File: src/rtl/core/json_string_unescaper_macros.svh
// ----------------------------------------------------------------------------
// JSON string unescaper assertion macros
// Shared concurrent assertion forms; empty when SYNTHESIS is defined.
// ----------------------------------------------------------------------------
`ifndef JSON_STRING_UNESCAPER_MACROS_SVH
`define JSON_STRING_UNESCAPER_MACROS_SVH

`ifndef SYNTHESIS

// same-cycle implication
`define JSU_ASSERT_IMPL(lbl, clk, rst, ante, cons) \
   lbl: assert property (@(posedge clk) disable iff (rst) (ante) |-> (cons)) \
      else $error("assertion failed");

// next-cycle implication
`define JSU_ASSERT_NEXT(lbl, clk, rst, ante, cons) \
   lbl: assert property (@(posedge clk) disable iff (rst) (ante) |=> (cons)) \
      else $error("assertion failed");

`else

`define JSU_ASSERT_IMPL(lbl, clk, rst, ante, cons)
`define JSU_ASSERT_NEXT(lbl, clk, rst, ante, cons)

`endif

`endif

File: src/rtl/core/jsu_pkg.sv
// ----------------------------------------------------------------------------
// JSON string unescaper package
// Result kinds, error codes and the command word passed front to back.
// ----------------------------------------------------------------------------
package jsu_pkg;

   localparam logic [1:0] KIND_BYTE  = 2'd0;
   localparam logic [1:0] KIND_CLOSE = 2'd1;
   localparam logic [1:0] KIND_ERROR = 2'd2;

   localparam logic [2:0] ERR_NONE         = 3'd0;
   localparam logic [2:0] ERR_EXPECT_QUOTE = 3'd1;
   localparam logic [2:0] ERR_BAD_ESCAPE   = 3'd2;
   localparam logic [2:0] ERR_BAD_HEX      = 3'd3;
   localparam logic [2:0] ERR_UNTERMINATED = 3'd4;

   // one command expands to last_idx+1 result words
   typedef struct packed {
      logic [1:0] last_idx;
      logic [7:0] byte2;
      logic [7:0] byte1;
      logic [7:0] byte0;
      logic [1:0] kind;
      logic [2:0] err;
   } cmd_type;

endpackage

File: src/rtl/core/jsu_front.sv
// ----------------------------------------------------------------------------
// JSON string unescaper front end
// Parses text bytes and issues one command per byte that yields results.
// ----------------------------------------------------------------------------
`include "json_string_unescaper_macros.svh"

module jsu_front (
   input  logic             clock,
   input  logic             reset,
   input  logic             accept,
   input  logic [7:0]       text_byte,
   output logic             push,
   output jsu_pkg::cmd_type push_cmd
);
   import jsu_pkg::*;

   typedef enum logic [2:0] {
      PH_EXPECT = 3'd0,
      PH_BODY   = 3'd1,
      PH_ESC    = 3'd2,
      PH_HEX    = 3'd3
   } phase_type;

   localparam logic [7:0] CH_NUL   = 8'h00;
   localparam logic [7:0] CH_QUOTE = 8'h22;
   localparam logic [7:0] CH_BSL   = 8'h5C;
   localparam logic [7:0] CH_SLASH = 8'h2F;
   localparam logic [7:0] CH_B     = 8'h62;
   localparam logic [7:0] CH_F     = 8'h66;
   localparam logic [7:0] CH_N     = 8'h6E;
   localparam logic [7:0] CH_R     = 8'h72;
   localparam logic [7:0] CH_T     = 8'h74;
   localparam logic [7:0] CH_U     = 8'h75;

   localparam logic [7:0] UTF8_CONT  = 8'h80;
   localparam logic [7:0] UTF8_LEAD2 = 8'hC0;
   localparam logic [7:0] UTF8_LEAD3 = 8'hE0;

   phase_type   phase_ff, phase_in;
   logic [15:0] code_point_ff, code_point_in;
   logic [1:0]  hex_count_ff, hex_count_in;

   logic        hex_ok;
   logic [3:0]  hex_val;
   logic [15:0] cp_full;
   logic        emit;
   cmd_type     cmd;

   always_comb begin
      hex_ok  = 1'b1;
      hex_val = 4'd0;
      if (text_byte >= 8'h30 && text_byte <= 8'h39) begin
         hex_val = text_byte[3:0];
      end else if ((text_byte >= 8'h61 && text_byte <= 8'h66) ||
                   (text_byte >= 8'h41 && text_byte <= 8'h46)) begin
         hex_val = 4'(text_byte[2:0] + 3'd1) + 4'd8;
      end else begin
         hex_ok = 1'b0;
      end
   end

   assign cp_full = {code_point_ff[11:0], hex_val};

   always_comb begin
      phase_in      = phase_ff;
      code_point_in = code_point_ff;
      hex_count_in  = hex_count_ff;
      emit          = 1'b0;
      cmd           = '0;
      unique case (phase_ff)
         PH_BODY: begin
            if (text_byte == CH_NUL) begin
               emit     = 1'b1;
               cmd.kind = KIND_ERROR;
               cmd.err  = ERR_UNTERMINATED;
               phase_in = PH_EXPECT;
            end else if (text_byte == CH_QUOTE) begin
               emit     = 1'b1;
               cmd.kind = KIND_CLOSE;
               phase_in = PH_EXPECT;
            end else if (text_byte == CH_BSL) begin
               phase_in = PH_ESC;
            end else begin
               emit      = 1'b1;
               cmd.byte0 = text_byte;
            end
         end
         PH_ESC: begin
            emit     = 1'b1;
            phase_in = PH_BODY;
            unique case (text_byte)
               CH_QUOTE: cmd.byte0 = CH_QUOTE;
               CH_BSL:   cmd.byte0 = CH_BSL;
               CH_SLASH: cmd.byte0 = CH_SLASH;
               CH_B:     cmd.byte0 = 8'h08;
               CH_F:     cmd.byte0 = 8'h0C;
               CH_N:     cmd.byte0 = 8'h0A;
               CH_R:     cmd.byte0 = 8'h0D;
               CH_T:     cmd.byte0 = 8'h09;
               CH_U: begin
                  emit     = 1'b0;
                  phase_in = PH_HEX;
               end
               default: begin
                  cmd.kind = KIND_ERROR;
                  cmd.err  = ERR_BAD_ESCAPE;
                  phase_in = PH_EXPECT;
               end
            endcase
         end
         PH_HEX: begin
            if (!hex_ok) begin
               emit     = 1'b1;
               cmd.kind = KIND_ERROR;
               cmd.err  = ERR_BAD_HEX;
               phase_in = PH_EXPECT;
            end else if (hex_count_ff != 2'd3) begin
               code_point_in = cp_full;
               hex_count_in  = hex_count_ff + 2'd1;
            end else begin
               emit     = 1'b1;
               phase_in = PH_BODY;
               if (cp_full < 16'h0080) begin
                  cmd.byte0 = cp_full[7:0];
               end else if (cp_full < 16'h0800) begin
                  cmd.last_idx = 2'd1;
                  cmd.byte0    = UTF8_LEAD2 | {3'd0, cp_full[10:6]};
                  cmd.byte1    = UTF8_CONT | {2'd0, cp_full[5:0]};
               end else begin
                  cmd.last_idx = 2'd2;
                  cmd.byte0    = UTF8_LEAD3 | {4'd0, cp_full[15:12]};
                  cmd.byte1    = UTF8_CONT | {2'd0, cp_full[11:6]};
                  cmd.byte2    = UTF8_CONT | {2'd0, cp_full[5:0]};
               end
            end
         end
         default: begin
            if (text_byte == CH_QUOTE) begin
               phase_in = PH_BODY;
            end else begin
               emit     = 1'b1;
               cmd.kind = KIND_ERROR;
               cmd.err  = ERR_EXPECT_QUOTE;
               phase_in = PH_EXPECT;
            end
         end
      endcase
      // code point and digit count live only while reading hex
      if (phase_in != PH_HEX || phase_ff != PH_HEX) begin
         code_point_in = (phase_in == PH_HEX && phase_ff == PH_HEX) ? code_point_in : 16'd0;
         hex_count_in  = (phase_in == PH_HEX && phase_ff == PH_HEX) ? hex_count_in : 2'd0;
      end
   end

   always_ff @(posedge clock) begin
      if (reset) begin
         phase_ff      <= PH_EXPECT;
         code_point_ff <= 16'd0;
         hex_count_ff  <= 2'd0;
      end else if (accept) begin
         phase_ff      <= phase_in;
         code_point_ff <= code_point_in;
         hex_count_ff  <= hex_count_in;
      end
   end

   assign push     = accept && emit;
   assign push_cmd = cmd;

   `JSU_ASSERT_NEXT(a_err_rearms, clock, reset, push && push_cmd.kind == KIND_ERROR, phase_ff == PH_EXPECT)
   `JSU_ASSERT_IMPL(a_digits_in_hex, clock, reset, hex_count_ff != 2'd0, phase_ff == PH_HEX)
   `JSU_ASSERT_IMPL(a_multi_is_byte, clock, reset, push && push_cmd.last_idx != 2'd0, push_cmd.kind == KIND_BYTE)

endmodule

File: src/rtl/core/jsu_queue.sv
// ----------------------------------------------------------------------------
// JSON string unescaper command queue
// Small register FIFO decoupling the parser from the result sequencer.
// ----------------------------------------------------------------------------
`include "json_string_unescaper_macros.svh"

module jsu_queue #(
   parameter int Depth = 4
) (
   input  logic             clock,
   input  logic             reset,
   input  logic             push,
   input  jsu_pkg::cmd_type push_cmd,
   output logic             full,
   input  logic             pop,
   output logic             head_valid,
   output jsu_pkg::cmd_type head_cmd
);
   import jsu_pkg::*;

   localparam int PtrWidth   = (Depth > 1) ? $clog2(Depth) : 1;
   localparam int CountWidth = $clog2(Depth + 1);

   cmd_type               entry_ff [Depth];
   logic [PtrWidth-1:0]   wr_ptr_ff, rd_ptr_ff;
   logic [CountWidth-1:0] count_ff;

   function automatic logic [PtrWidth-1:0] bump(input logic [PtrWidth-1:0] p);
      logic [PtrWidth-1:0] r;
      r = (p == PtrWidth'(Depth - 1)) ? '0 : p + 1'b1;
      return r;
   endfunction

   assign full       = (count_ff == CountWidth'(Depth));
   assign head_valid = (count_ff != '0);
   assign head_cmd   = entry_ff[rd_ptr_ff];

   always_ff @(posedge clock) begin
      if (push) begin
         entry_ff[wr_ptr_ff] <= push_cmd;
      end
   end

   always_ff @(posedge clock) begin
      if (reset) begin
         wr_ptr_ff <= '0;
         rd_ptr_ff <= '0;
         count_ff  <= '0;
      end else begin
         if (push) begin
            wr_ptr_ff <= bump(wr_ptr_ff);
         end
         if (pop) begin
            rd_ptr_ff <= bump(rd_ptr_ff);
         end
         if (push && !pop) begin
            count_ff <= count_ff + 1'b1;
         end else if (pop && !push) begin
            count_ff <= count_ff - 1'b1;
         end
      end
   end

   `JSU_ASSERT_IMPL(a_count_bound, clock, reset, 1'b1, count_ff <= CountWidth'(Depth))
   `JSU_ASSERT_IMPL(a_no_pop_empty, clock, reset, pop, head_valid)
   `JSU_ASSERT_NEXT(a_count_up, clock, reset, push && !pop, count_ff == $past(count_ff) + 1'b1)

endmodule

File: src/rtl/core/jsu_back.sv
// ----------------------------------------------------------------------------
// JSON string unescaper result sequencer
// Expands queued commands into result words through an output register.
// ----------------------------------------------------------------------------
`include "json_string_unescaper_macros.svh"

module jsu_back (
   input  logic             clock,
   input  logic             reset,
   input  logic             head_valid,
   input  jsu_pkg::cmd_type head_cmd,
   output logic             pop,
   output logic             rsp_valid,
   input  logic             rsp_stall,
   output logic [7:0]       rsp_data_byte,
   output logic [1:0]       rsp_kind,
   output logic [2:0]       rsp_error_code,
   output logic             rsp_last_of_run
);
   import jsu_pkg::*;

   logic [1:0] idx_ff, idx_in;
   logic       valid_ff, valid_in;
   logic [7:0] data_ff;
   logic [1:0] kind_ff;
   logic [2:0] err_ff;
   logic       last_ff;

   logic       load;
   logic       at_last;
   logic [7:0] sel_byte;

   assign load    = head_valid && (!valid_ff || !rsp_stall);
   assign at_last = (idx_ff == head_cmd.last_idx);
   assign pop     = load && at_last;

   always_comb begin
      case (idx_ff)
         2'd1:    sel_byte = head_cmd.byte1;
         2'd2:    sel_byte = head_cmd.byte2;
         default: sel_byte = head_cmd.byte0;
      endcase
   end

   always_comb begin
      idx_in   = idx_ff;
      valid_in = valid_ff && rsp_stall;
      if (load) begin
         idx_in   = at_last ? 2'd0 : idx_ff + 2'd1;
         valid_in = 1'b1;
      end
   end

   always_ff @(posedge clock) begin
      if (reset) begin
         idx_ff   <= 2'd0;
         valid_ff <= 1'b0;
      end else begin
         idx_ff   <= idx_in;
         valid_ff <= valid_in;
      end
   end

   always_ff @(posedge clock) begin
      if (load) begin
         data_ff <= sel_byte;
         kind_ff <= head_cmd.kind;
         err_ff  <= head_cmd.err;
         last_ff <= at_last;
      end
   end

   assign rsp_valid       = valid_ff;
   assign rsp_data_byte   = data_ff;
   assign rsp_kind        = kind_ff;
   assign rsp_error_code  = err_ff;
   assign rsp_last_of_run = last_ff;

   `JSU_ASSERT_IMPL(a_event_is_last, clock, reset, valid_ff && kind_ff != KIND_BYTE, last_ff)
   `JSU_ASSERT_IMPL(a_err_code_kind, clock, reset, valid_ff && err_ff != ERR_NONE, kind_ff == KIND_ERROR)
   `JSU_ASSERT_IMPL(a_idx_in_range, clock, reset, head_valid, idx_ff <= head_cmd.last_idx)

endmodule

File: src/rtl/core/json_string_unescaper.sv
// ----------------------------------------------------------------------------
// JSON string unescaper
// Decodes JSON string text into raw bytes, with UTF-8 for \u escapes.
// ----------------------------------------------------------------------------
// Usage:
//   req_ channel: one text byte per word, starting at the opening quote.
//     A zero byte marks end of text. A word is taken when req_valid is high
//     and req_stall is low.
//   rsp_ channel: result words carrying a decoded byte, a string-closed mark
//     or an error code. rsp_last_of_run flags the final word caused by one
//     input byte. The receiver holds rsp_stall high to hold a word.
//   Path: a taken byte is written as a command into the command queue, then
//     its first result word passes through the output register onto rsp_.
//   Throughput: one input word per cycle while req_stall is low. Every byte
//     gives at most one word, except the last hex digit of a \u escape, which
//     gives one to three; the output register drains one word per cycle
//     while rsp_stall is low, so those extra words are absorbed by the
//     command queue (QUEUE_DEPTH entries) between the parser and the result
//     sequencer. req_stall rises only when that queue is full.
//   Reset: synchronous; the parser waits for an opening quote, the queue is
//     emptied and rsp_valid drops.
//   Back-pressure: a stalled result word holds; the parser keeps taking
//   bytes until the queue fills.
// ----------------------------------------------------------------------------
module json_string_unescaper #(
   parameter int QUEUE_DEPTH = 4
) (
   input  logic       clock,
   input  logic       reset,
   input  logic       req_valid,
   output logic       req_stall,
   input  logic [7:0] req_text_byte,
   output logic       rsp_valid,
   input  logic       rsp_stall,
   output logic [7:0] rsp_data_byte,
   output logic [1:0] rsp_kind,
   output logic [2:0] rsp_error_code,
   output logic       rsp_last_of_run
);
   import jsu_pkg::*;

   logic    accept;
   logic    push;
   cmd_type push_cmd;
   logic    full;
   logic    pop;
   logic    head_valid;
   cmd_type head_cmd;

   // front end stalls only on a full queue
   assign req_stall = full;
   assign accept    = req_valid && !full;

   jsu_front u_front (
      .clock     (clock),
      .reset     (reset),
      .accept    (accept),
      .text_byte (req_text_byte),
      .push      (push),
      .push_cmd  (push_cmd)
   );

   jsu_queue #(
      .Depth (QUEUE_DEPTH)
   ) u_queue (
      .clock      (clock),
      .reset      (reset),
      .push       (push),
      .push_cmd   (push_cmd),
      .full       (full),
      .pop        (pop),
      .head_valid (head_valid),
      .head_cmd   (head_cmd)
   );

   // one result word per cycle out of the head command while rsp_stall is low
   jsu_back u_back (
      .clock           (clock),
      .reset           (reset),
      .head_valid      (head_valid),
      .head_cmd        (head_cmd),
      .pop             (pop),
      .rsp_valid       (rsp_valid),
      .rsp_stall       (rsp_stall),
      .rsp_data_byte   (rsp_data_byte),
      .rsp_kind        (rsp_kind),
      .rsp_error_code  (rsp_error_code),
      .rsp_last_of_run (rsp_last_of_run)
   );

endmodule
File: config.mk
export PLATFORM = sky130hd
export DESIGN_NAME = json_string_unescaper
export DESIGN_NICKNAME = d
export VERILOG_FILES = /design/src/rtl/core/jsu_pkg.sv /design/src/rtl/core/jsu_front.sv /design/src/rtl/core/jsu_queue.sv /design/src/rtl/core/jsu_back.sv /design/src/rtl/core/json_string_unescaper.sv
export VERILOG_INCLUDE_DIRS = /design/src /design/src/rtl/core
export SDC_FILE = /design/constraint.sdc
export NUM_CORES = 1
export LEC_CHECK = 0
export ABC_CLOCK_PERIOD_IN_PS = 6400
export BUFFER_PORTS_ARGS = -buffer_cell sky130_fd_sc_hd__clkbuf_2
export CAP_MARGIN = 10
export CELL_PAD_IN_SITES_DETAIL_PLACEMENT = 1
export CELL_PAD_IN_SITES_GLOBAL_PLACEMENT = 1
export CORE_MARGIN = 5
export CORE_UTILIZATION = 45
export DETAILED_ROUTE_END_ITERATION = 7
export PLACE_DENSITY_LB_ADDON = 0.1
export SLEW_MARGIN = 20
export SYNTH_ARGS = -nofsm -noshare
export SYNTH_HDL_FRONTEND = slang
export SYNTH_HIERARCHICAL = 1
export SYNTH_SLANG_ARGS = --single-unit
File: constraint.sdc
create_clock -name clock -period 6.4 [get_ports clock]
set_input_delay 0 -clock clock [delete_from_list [all_inputs] [get_ports clock]]
set_output_delay 0 -clock clock [all_outputs]
set_load 0.03 [all_outputs]
==> flow_metrics.tcl <==
set metrics [dict create \
    status "finished clean" \
    htree_num_levels 4 \
    rows 46 \
    worstHoldStart "req_valid" \
    grt_use_total_pct 18.5 \
    dp.cells 716 \
    grt_max_degree 32 \
    ios 28 \
    vias_per_cell 5.69 \
    end_kind "flop" \
    postCtsSetupRepairBufs 0 \
    final_util_pct 51.7 \
    drtIter0Drc 282 \
    rsz0062_at_grt "false" \
    antenna_left 0 \
    num_vias 4259 \
    cap_violations 0 \
    fp.dieArea_mm2 0.0189 \
    n_antenna_cell 0 \
    final_hold_viol_count 0 \
    crit_buf_inv 3 \
    holdPathStages 4 \
    overflow 0 \
    finalClockSkew_ns 0.00928 \
    dieWidth_um 138 \
    cp.depth 11 \
    required_ns 6.74 \
    crit_family "flip-flops" \
    ys_seq_area_share_pct 64.5 \
    synth_area_per_cell_um2 15.0 \
    r2r_cells 11 \
    cpMaxStageDelayCell "dfxtp_2" \
    critPathMaxStageDelay_ns 0.63 \
    vdd_drop_max_mv 0.202 \
    finalCritPeriodShare_pct 52.9 \
    slew_headroom_pct 43.1 \
    insertion_delay_ns 0.42 \
    final.setup.tns_ns 0 \
    cp.arrival_ns 3.73 \
    dp_hpwl_um 10800 \
    drc 0 \
    fin_cells 749 \
    netlist_instances 490 \
    grt_pass1_vias 4573 \
    fillers 1577 \
    synth-async-reset-ratio_pct 0 \
    syn-cell-area_mm2 0.00733 \
    start_util_pct 46.0 \
    setup_viol 0 \
    tightestPinTransition_ns 0.846 \
    fp.dieH_um 138 \
    grt_pass1_wl_um 25900 \
    grt-busiest-layer "met2" \
    use_met1_pct 25.1 \
    clk_path_buf_depth 2 \
    cts_buffers 17 \
    power.density_mw_per_mm2 373 \
    crit_path_end "u_queue/count_ff[2]" \
    cts_tree "done" \
    crit_chain "buf_4 > mux4_2 > xor2_1 > nor3_1 > inv_1 > ha_1 > inv_1 > fa_1 > xor2_1 > or3_1 > a21oi_1" \
    ys.flop_type "edfxtp_1" \
    hold_path.class "primary input to flop" \
    grt_use_met2_pct 30.2 \
    leakagePower_nw 2.79 \
    yosys_warnings 6 \
    antenna_found_initial 0 \
    routedWlPerCell_um 21.5 \
    area_growth_pct 12.4 \
    gp_congestion 0.833 \
    startpoint_type "flop" \
    rr_endpoint "u_queue/count_ff[2]" \
    critPathMaxFanout 18 \
    r2r_setup_slack_ns 3.01 \
    core_mm2 0.0159 \
    slew_violations 0 \
    final_nets 545 \
    dr.pass1.iters 4 \
    crit_type "flop to flop" \
    root_buffer "clkbuf_16" \
    fmax_mhz 295 \
    synth_edf_count 138 \
    port_buffers 27 \
    grtUsageMet3_pct 3.40 \
    finalCriticalPeriod_ns 3.39 \
    routed_wl_um 16100 \
    synth_cell_types 71 \
    clk_pin_slew_ns 0.06 \
    ys_seq_elements 167 \
    numClockSinks 167 \
    layout-drive-gt1-share_pct 20.3 \
]
[state kept, by name, indices dropped and copies added, names as in the netlist, named ones only]
register,cells
u_front/code_point_ff,12
u_front/hex_count_ff,2
u_back/rsp_data_byte,8
u_back/rsp_error_code,3
u_queue/count_ff,3
u_back/idx_ff,2
u_front/phase_ff,3
u_queue/wr_ptr_ff,2
u_back/rsp_kind,2
u_back/rsp_valid,1
u_queue/rd_ptr_ff,2
u_back/rsp_last_of_run,1
u_queue/entry_ff,124
[synth_stat cells, types with 10 or more instances]
master | instances | share of area (%)
inv_1 | 15 | 0.77
nor2_1 | 25 | 1.3
a21oi_1 | 19 | 1.3
and2_1 | 10 | 0.85
nand2_1 | 33 | 1.7
o21ai_0 | 23 | 1.6
mux4_2 | 30 | 9.2
dfxtp_1 | 29 | 7.9
ha_1 | 12 | 2.0
a22oi_1 | 10 | 1.0
edfxtp_1 | 138 | 57
[routing by layer]
| layer | wire length [um] | share of wire [%] |
|---|---|---|
| met1 | 7320 | 45 |
| met2 | 7950 | 49 |
| met3 | 579 | 3.6 |
| met4 | 239 | 1.5 |
| met5 | 0 | 0 |
[cell usage in the layout, fill, tap and decap left out, drive strengths merged, types with 7 or more instances in the layout]
master / synthesis / layout
edfxtp: 138 / 138
clkbuf: 8 / 48
nand2: 33 / 33
mux4: 31 / 31
dfxtp: 29 / 29
nor2: 25 / 25
o21ai: 23 / 23
a21oi: 20 / 20
inv: 15 / 16
ha: 12 / 12
a22oi: 10 / 10
and2: 10 / 10
nor2b: 9 / 9
a22o: 8 / 8
nor3: 8 / 8
nand2b: 7 / 7
[logic make-up after synthesis]
group / count (synthesis) / synth area share (%)
compound gates: 97 / 9.03
xor+xnor: 5 / 0.597
fa+ha+maj: 13 / 2.32
buf+inv: 39 / 2.80
flops: 167 / 64.5
mux: 38 / 10.5
other cells: 1 / 0.0512
simple gates: 130 / 10.2
[power by group]
part / switching [mW] / internal [mW] / leakage, nW / total (mW)
registers: 0.0593 / 1.34 / 1.54 / 1.40
logic: 0.417 / 0.243 / 0.984 / 0.660
clock network: 0.396 / 0.614 / 0.272 / 1.01
[worst min-delay path by stage]
| stage | to | slack (ns) |
|---|---|---|
| 3_5_place_dp | u_back/rsp_valid | 0.25 |
| 6_report | u_front/hex_count_ff[0] | 0.03 |
| 4_1_cts | u_front/hex_count_ff[0] | 0.006 |
| 5_1_grt | u_front/hex_count_ff[0] | 0.02 |
| 3_3_place_gp | u_back/rsp_valid | 0.24 |
| 2_1_floorplan | u_back/idx_ff[0] | 0.07 |
[through the flow]
stage	area (um2)	power [mW]	hold slack [ns]	setup WS, ns
finish	8240	3.07	0.0265	3.01
global route	8240	3.23	0.0204	2.78
CTS	8240	3.12	0.00584	2.94
detailed placement	7640	2.10	0.251	2.96
global placement	7640	2.08	0.241	3.01
floorplan	7330	1.91	0.0691	3.69
[timing repair]
item,4_1_cts,5_1_grt
hold endpoints to repair,1,0
gates resized for setup,0,0
hold buffers,1,0
[area by class of cell]
class / instances / area (um2) / share of cell area (%)
timing repair buffer: 34 / 190 / 2.31
multi-input combinational: 285 / 2410 / 29.2
clock buffer: 21 / 440 / 5.35
sequential: 167 / 4730 / 57.4
tap: 216 / 270 / 3.28
inverter: 15 / 56.3 / 0.683
clock inverter: 11 / 150 / 1.82
[tightest hold or removal path, stage by stage]
cell and delay (ns):
clkbuf_2 0.08, nor2b_4 0.16, nand3b_1 0.09, a21oi_1 0.06
Note: power is estimated with default switching activity, not from simulation.
